--- src/hw/rtl/crfb_pkg.sv ---
// Package with the codes, flag positions and beat layouts of the card reader flag and buffer block.
package crfb_pkg;

    localparam int FLAG_COUNT = 12;
    localparam int HEAD_W = 6;
    localparam int WORD_W = 28;

    localparam int FL_BUFFER_READY = 0;
    localparam int FL_MOTOR = 9;
    localparam int FL_CARD_IN = 10;

    localparam logic [6:0] OP_LOW_SET = 7'o000;
    localparam logic [6:0] OP_LOW_TEST = 7'o100;
    localparam logic [6:0] OP_LOW_SET_HI = 7'o060;
    localparam logic [6:0] OP_LOW_TEST_HI = 7'o160;
    localparam logic [2:0] OP_HI_LIMIT = 3'd3;

    typedef enum logic [2:0] {
        FN_INSTR = 3'd0,
        FN_EXT_FLAG = 3'd1,
        FN_INSERT = 3'd2,
        FN_READ = 3'd3,
        FN_WRITE = 3'd4,
        FN_RESET = 3'd5
    } t_func;

    typedef enum logic [2:0] {
        ST_OK = 3'd0,
        ST_NO_CARD = 3'd1,
        ST_MOTOR_OFF = 3'd2,
        ST_PAST_END = 3'd3,
        ST_PROTECTED = 3'd4,
        ST_CARD_PRESENT = 3'd5,
        ST_MOTOR_RUNNING = 3'd6,
        ST_UNKNOWN_OP = 3'd7
    } t_status;

    typedef enum logic [1:0] {
        OPK_NONE = 2'd0,
        OPK_SET = 2'd1,
        OPK_TEST = 2'd2
    } t_op_kind;

    typedef struct packed {
        logic [WORD_W-1:0] c_high_digits;
        logic [WORD_W-1:0] card_word;
        logic              card_protect;
        logic              flag_value;
        logic [3:0]        flag_index;
        logic [9:0]        opcode;
    } t_in_data;

    typedef struct packed {
        logic              card_done;
        logic              card_present;
        logic              buffer_ready;
        logic [4:0]        word_index;
        logic [WORD_W-1:0] write_word;
        logic [2*WORD_W-1:0] c_digits;
        logic              flag_was_set;
        t_status           status;
    } t_out_data;

    typedef struct packed {
        logic write_valid;
        logic read_valid;
    } t_out_user;

endpackage

--- src/hw/rtl/card_reader_flag_and_buffer_top.sv ---
// Top level of the card reader flag and buffer block.
//
// One beat on the slave channel carries one processor step: the function code in
// i_s_tuser and its operands in i_s_tdata. Each accepted beat yields exactly one
// result beat on the master channel, with the status, the flag test result, the
// read and write data, the head position and the buffer and card marks.
// A beat is first held in an input register; when the result register is free or
// is being read, its result is computed from that register and the flag, card and
// head state, and it is written to the result register while the state is
// updated. One beat is taken every cycle while the receiver does not stall.
// When the receiver stalls, the result waits in its register, the input register
// still takes one more beat, and o_s_tready drops only while both are full.
// Synchronous reset clears all flags, the card, lock and head state, and both
// valid marks; no beat is in flight after reset. The reset function code clears
// only the internal flags.
module card_reader_flag_and_buffer_top #(
    parameter int CARD_WORDS = 32
) (
    input  logic         i_clk,
    input  logic         i_rst_n,
    input  logic         i_s_tvalid,
    output logic         o_s_tready,
    // opcode, flag_index, flag_value, card_protect, card_word, c_high_digits
    input  logic [71:0]  i_s_tdata,
    // func
    input  logic [2:0]   i_s_tuser,
    output logic         o_m_tvalid,
    input  logic         i_m_tready,
    // status, flag_was_set, c_digits, write_word, word_index, buffer_ready,
    // card_present, card_done
    output logic [95:0]  o_m_tdata,
    // read_valid, write_valid
    output logic [1:0]   o_m_tuser
);

    localparam int FC = crfb_pkg::FLAG_COUNT;
    localparam int HW = crfb_pkg::HEAD_W;
    localparam logic [HW-1:0] LP_CARD_WORDS = HW'(CARD_WORDS);

    logic                 r_in_valid;
    crfb_pkg::t_in_data   r_in;
    logic [2:0]           r_in_func;
    logic                 r_out_valid;
    crfb_pkg::t_out_data  r_out;
    crfb_pkg::t_out_user  r_out_user;

    logic [FC-1:0]        r_local_flags;
    logic [FC-1:0]        r_ext_flags;
    logic                 r_card_loaded;
    logic                 r_card_locked;
    logic [HW-1:0]        r_head_slot;

    logic [FC-1:0]        n_local_flags;
    logic [FC-1:0]        n_ext_flags;
    logic                 n_card_loaded;
    logic                 n_card_locked;
    logic [HW-1:0]        n_head_slot;
    crfb_pkg::t_out_data  n_out;
    crfb_pkg::t_out_user  n_out_user;

    logic                 advance;
    logic                 motor;
    logic [6:0]           op_low;
    logic [2:0]           op_hi;
    logic [3:0]           op_flag;
    crfb_pkg::t_op_kind   op_kind;
    logic [15:0]          local_wide;
    logic [15:0]          ext_wide;
    logic [15:0]          flag_bit;
    logic                 do_refresh;

    assign advance = r_in_valid && (!r_out_valid || i_m_tready);
    assign o_s_tready = !r_in_valid || advance;
    assign o_m_tvalid = r_out_valid;
    assign o_m_tdata = r_out;
    assign o_m_tuser = r_out_user;

    assign motor = r_local_flags[crfb_pkg::FL_MOTOR];
    assign op_low = r_in.opcode[6:0];
    assign op_hi = r_in.opcode[9:7];
    assign op_flag = {1'b0, op_hi} + {r_in.opcode[4], 3'b000};
    assign local_wide = {{(16-FC){1'b0}}, r_local_flags};
    assign ext_wide = {{(16-FC){1'b0}}, r_ext_flags};
    assign flag_bit = 16'(1) << op_flag;

    always_comb begin
        if (op_low == crfb_pkg::OP_LOW_SET && op_hi != 3'd0) begin
            op_kind = crfb_pkg::OPK_SET;
        end else if (op_low == crfb_pkg::OP_LOW_TEST) begin
            op_kind = crfb_pkg::OPK_TEST;
        end else if (op_low == crfb_pkg::OP_LOW_SET_HI && op_hi <= crfb_pkg::OP_HI_LIMIT) begin
            op_kind = crfb_pkg::OPK_SET;
        end else if (op_low == crfb_pkg::OP_LOW_TEST_HI && op_hi <= crfb_pkg::OP_HI_LIMIT) begin
            op_kind = crfb_pkg::OPK_TEST;
        end else begin
            op_kind = crfb_pkg::OPK_NONE;
        end
    end

    always_comb begin
        n_local_flags = r_local_flags;
        n_ext_flags = r_ext_flags;
        n_card_loaded = r_card_loaded;
        n_card_locked = r_card_locked;
        n_head_slot = r_head_slot;
        n_out = '0;
        n_out_user = '0;
        do_refresh = 1'b0;

        case (r_in_func)
            crfb_pkg::FN_INSTR: begin
                case (op_kind)
                    crfb_pkg::OPK_SET: begin
                        n_local_flags = FC'(local_wide | flag_bit);
                    end
                    crfb_pkg::OPK_TEST: begin
                        n_out.flag_was_set = |((local_wide | ext_wide) & flag_bit);
                        n_local_flags = FC'(local_wide & ~flag_bit);
                    end
                    default: begin
                        n_out.status = crfb_pkg::ST_UNKNOWN_OP;
                    end
                endcase
            end
            crfb_pkg::FN_EXT_FLAG: begin
                if (r_in.flag_index < 4'(FC)) begin
                    n_ext_flags[r_in.flag_index] = r_in.flag_value;
                end
            end
            crfb_pkg::FN_INSERT: begin
                if (r_card_loaded) begin
                    n_out.status = crfb_pkg::ST_CARD_PRESENT;
                end else if (motor) begin
                    n_out.status = crfb_pkg::ST_MOTOR_RUNNING;
                end else begin
                    n_card_loaded = 1'b1;
                    n_card_locked = r_in.card_protect;
                    n_head_slot = '0;
                    n_local_flags[crfb_pkg::FL_CARD_IN] = 1'b1;
                    do_refresh = 1'b1;
                end
            end
            crfb_pkg::FN_READ: begin
                if (!r_card_loaded) begin
                    n_out.status = crfb_pkg::ST_NO_CARD;
                end else if (!motor) begin
                    n_out.status = crfb_pkg::ST_MOTOR_OFF;
                end else if (r_head_slot >= LP_CARD_WORDS) begin
                    n_out.status = crfb_pkg::ST_PAST_END;
                end else begin
                    n_out.c_digits = {r_in.card_word, r_in.card_word};
                    n_out_user.read_valid = 1'b1;
                    n_out.word_index = r_head_slot[4:0];
                    n_head_slot = r_head_slot + HW'(1);
                    do_refresh = 1'b1;
                end
            end
            crfb_pkg::FN_WRITE: begin
                if (!r_card_loaded) begin
                    n_out.status = crfb_pkg::ST_NO_CARD;
                end else if (r_card_locked) begin
                    n_out.status = crfb_pkg::ST_PROTECTED;
                end else if (!motor) begin
                    n_out.status = crfb_pkg::ST_MOTOR_OFF;
                end else if (r_head_slot >= LP_CARD_WORDS) begin
                    n_out.status = crfb_pkg::ST_PAST_END;
                end else begin
                    n_out.write_word = r_in.c_high_digits;
                    n_out_user.write_valid = 1'b1;
                    n_out.word_index = r_head_slot[4:0];
                    n_head_slot = r_head_slot + HW'(1);
                    do_refresh = 1'b1;
                end
            end
            crfb_pkg::FN_RESET: begin
                n_local_flags = '0;
            end
            default: begin
            end
        endcase

        if (do_refresh) begin
            n_local_flags[crfb_pkg::FL_BUFFER_READY] = n_card_loaded
                && n_local_flags[crfb_pkg::FL_MOTOR] && (n_head_slot < LP_CARD_WORDS);
            if (n_card_loaded && n_head_slot >= LP_CARD_WORDS) begin
                n_card_loaded = 1'b0;
                n_card_locked = 1'b0;
                n_head_slot = '0;
                n_out.card_done = 1'b1;
            end
        end

        n_out.buffer_ready = n_local_flags[crfb_pkg::FL_BUFFER_READY];
        n_out.card_present = n_card_loaded;
    end

    always_ff @(posedge i_clk) begin
        if (!i_rst_n) begin
            r_in_valid <= 1'b0;
            r_out_valid <= 1'b0;
            r_local_flags <= '0;
            r_ext_flags <= '0;
            r_card_loaded <= 1'b0;
            r_card_locked <= 1'b0;
            r_head_slot <= '0;
        end else begin
            if (o_s_tready) begin
                r_in_valid <= i_s_tvalid;
            end
            if (advance) begin
                r_out_valid <= 1'b1;
                r_local_flags <= n_local_flags;
                r_ext_flags <= n_ext_flags;
                r_card_loaded <= n_card_loaded;
                r_card_locked <= n_card_locked;
                r_head_slot <= n_head_slot;
            end else if (i_m_tready) begin
                r_out_valid <= 1'b0;
            end
        end
    end

    always_ff @(posedge i_clk) begin
        if (o_s_tready && i_s_tvalid) begin
            r_in <= i_s_tdata;
            r_in_func <= i_s_tuser;
        end
        if (advance) begin
            r_out <= n_out;
            r_out_user <= n_out_user;
        end
    end

endmodule

--- config.mk ---
export PLATFORM = sky130hd
export DESIGN_NAME = card_reader_flag_and_buffer_top
export DESIGN_NICKNAME = d
export VERILOG_FILES = /design/src/hw/rtl/crfb_pkg.sv /design/src/hw/rtl/card_reader_flag_and_buffer_top.sv
export SDC_FILE = /design/constraint.sdc
export NUM_CORES = 1
export LEC_CHECK = 0
export CAP_MARGIN = 40
export CORE_AREA = 2 2 125 127
export CTS_CLUSTER_DIAMETER = 50
export DETAILED_ROUTE_END_ITERATION = 7
export DIE_AREA = 0 0 127 129
export DONT_BUFFER_PORTS = 1
export GPL_TIMING_DRIVEN = 0
export PLACE_DENSITY = 0.63
export REMOVE_ABC_BUFFERS = 1
export SYNTH_ARGS = -nofsm -noshare
export SYNTH_HDL_FRONTEND = slang
export SYNTH_SLANG_ARGS = --single-unit
--- constraint.sdc ---
create_clock -name i_clk -period 5.1 [get_ports i_clk]
set_input_delay 0.255 -clock i_clk [delete_from_list [all_inputs] [get_ports i_clk]]
set_output_delay 0.255 -clock i_clk [all_outputs]
set_load 0.005 [all_outputs]
==> impl_metrics.toml <==
[outcome]
status = "finished, final reports clean"

[setup_path]
reg2regPathDepth = 6
path_cells = "nor4_1 > nand3b_1 > ha_1 > nand2_1 > nand3_1 > o221a_2"
path_buf_inv = 0
worstSetupStartpoint = "op_low[0]"
slowest_stage = "nand3_1"
critical_path.top_delay_family = "simple AND/OR/NAND/NOR gates"
setup.worst_path.start_class = "flip-flop"
crit_fanout = 18
path_depth = 6
critPathMaxStageDelay_ns = 0.53
endpoint_kind = "flip-flop"
criticalPathCategory = "flip-flop to flip-flop"
r2r_start = "op_low[0]"
arrival_ns = 3.07
crit_required_ns = 5.41

[yosys]
yosysMostFrequentCell = "edfxtp_1"
netlist.top_cell.by_area = "edfxtp_1"
ys_ff_latch = 179
syn_avg_cell_area_sq_um = 13.0
synth_area_sq_um = 7350
yosysTopAreaCellShare_pct = 59.2
synth.area.top_cells = "edfxtp_1, dfxtp_1, and3_1"
yosysUniqueCellTypes = 58
synthCells = 566
synth_commonest_cells = "edfxtp_1, nor2_1, and3_1"
ys_seq_area_share_pct = 68.5
ys_warn_count = 0
synth_flop_cell = "edfxtp_1"
synth_edf_count = 145
ys_async_sr_fraction_pct = 0

[grt]
grt_pass1_wl_mm = 24.7
antenna_found_initial = 0
grt-ovfl-total = 0
grt_max_degree = 70
grt_pass1_vias = 4624
gr-usage-all-layers_pct = 19.8

[floorplanning]
ioPinCount = 179
die_h_um = 129
die-area_sq_um = 16400
coreArea_sq_um = 15000
num_rows = 45
fp.dieW_um = 127
initial_core_util_pct = 49.1

[clock_network]
clk_latency_ns = 0.43
cts_root_buffer = "clkbuf_16"
clk_pin_slew_ns = 0.07
clock_sinks = 179
cts_buffers = 17
cts_tree = "yes"
htree_levels = 4
cts_buffer_depth = 2

[power]
swShare_pct = 21.8
p_seq_share_pct = 54.0
p_leak_nw = 3.11
power_density_nw_per_um2 = 358
cellInternalPower_w = 0.00244
p_clk_share_pct = 41.4
p_sw_w = 0.000681
p_comb_share_pct = 4.6
vdd_drop_max_v = 0.000233

[detailed_routing]
drcViolationCount = 0
wl_per_cell_um = 19.1
wirelength_mm = 15.5
drt_iter0_drc = 520
drt-pass1-iter-count = 7
via_count = 4632
viasPerCell = 5.73
route.antenna.remaining_nets = 0

[place]
numPortBuffers = 0
post_dp_cell_area_sq_um = 7350
globalplace.congestion = 0.880
post-place-ws_ns = 2.35
dp_hpwl_mm = 9.61

[layout]
final_nets = 691
area_delta_synth_final_pct = 18.5
layout-drive-gt1-share_pct = 9.34
antennaDiodeCount = 0
fin_area_sq_um = 8710

[timing]
tightest_slew_ns = 0.885
finalCritPeriodShare_pct = 54.1
finalClockSkew_ns = 0.00908
final_hold_viol_count = 0
setup_viol = 0
slew_headroom_pct = 41.0
min_period_ns = 2.76
clock.fmax_mhz = 362
maxSlewViolCount = 0
rsz0062_at_grt = "false"
timing.final.ws_setup_ns = 2.34

[worst_hold_path]
hp-class = "input port to flip-flop"
hold_path_depth = 3
hp-start = "i_m_tready"

[run]
drv_cap = 0
stage by stage:
step                      power, W  hold WS (ns)  cells  setup TNS (ns)  utilization, %
final                      0.00312        0.0339    809               0            58.2
after global routing       0.00322        0.0794    809               0            58.2
after CTS                  0.00314        0.0219    809               0            58.2
after detailed placement   0.00181         0.354    699               0            49.1
after global placement     0.00180         0.354    695          -0.883            48.4
after floorplan            0.00177         0.354    507               0               -
worst register-to-register path: stages (launching register included):
cell and delay [ns]:
edfxtp_1 0.39, nor4_1 0.44, nand3b_1 0.18, ha_1 0.42, nand2_1 0.17, nand3_1 0.53
o221a_2 0.52
cells in the final DEF (no fill, tap or decap), types with 3 or more instances in the layout:
master         Yosys  layout
a21oi_1           26      26
a31oi_1            4       4
and2_1             6       5
and3_1            56      56
clkbuf_16          0      17
clkinv_1           1       3
dfxtp_1           34      34
dlygate4sd3_1      0      78
edfxtp_1         145     145
ha_1               4       4
inv_1             10       9
inv_6              0       3
mux2i_1            8       8
nand2_1           26      26
nand2b_1           3       3
nand3_1            9       9
nand3b_1           7       7
nand4_1            4       4
nor2_1            58      58
nor2b_1            8       8
nor3_1            13      13
nor4_1             4       4
o21a_1             3       3
o21ai_0           19      19
o221a_2            9       9
o22ai_1            5       5
o31ai_1            4       4
or3_1              3       3
or4_1              3       3
registers in the layout, indices dropped and copies added, names as in the netlist, 3 cells and up:
register and cells:
r_local_flags 12, r_in_func 3, r_in 62, op_low 7
op_hi 3, o_m_tdata 68, r_head_slot 6, r_ext_flags 12
power by group through the flow:
stage                     clock [W]  combinational (W)  sequential [W]
after floorplan                   0          0.0000621         0.00170
after global placement            0          0.0000817         0.00172
after detailed placement          0          0.0000926         0.00172
after CTS                   0.00131           0.000144         0.00168
after global routing        0.00137           0.000158         0.00169
final                       0.00129           0.000145         0.00168
cells by family after synthesis:
logic type / Yosys count / synth area share [%]
simple gates: 216 / 16.2
flops: 179 / 68.5
compound gates: 87 / 8.23
buf+inv: 70 / 5.10
mux: 9 / 1.24
fa+ha+maj: 4 / 0.681
xor+xnor: 1 / 0.119
per-layer routing:
layer | up-vias | track usage, % | wire (um)
met2 | 176 | 33.7 | 7760
li1 | 2171 | - | -
met5 | - | 0 | 0
met4 | 0 | 9.05 | 426
met1 | 2256 | 23.8 | 6380
met3 | 29 | 4.99 | 906
timing repair:
item / CTS / global route
gates resized for setup: 0 / 0
endpoints found under the hold margin: 89 / 0
hold buffers: 78 / 0
buffers inserted: 0 / 0
worst paths after layout:
path / end / slack [ns]
max: r_local_flags[8] / 2.34
min: o_m_tvalid / 0.03
max reg2reg: r_local_flags[8] / 2.34
min reg2reg: r_ext_flags[6] / 0.48
area by class of cell:
type                       instances  area, sq um
clock buffer                      19          433
clock inverter                    13          149
fill                            1183         6260
inverter                          11         43.8
multi-input combinational        317         1960
sequential                       179         5030
tap                              188          235
timing repair buffer              82          862
Power figures use the tool's default switching activity.
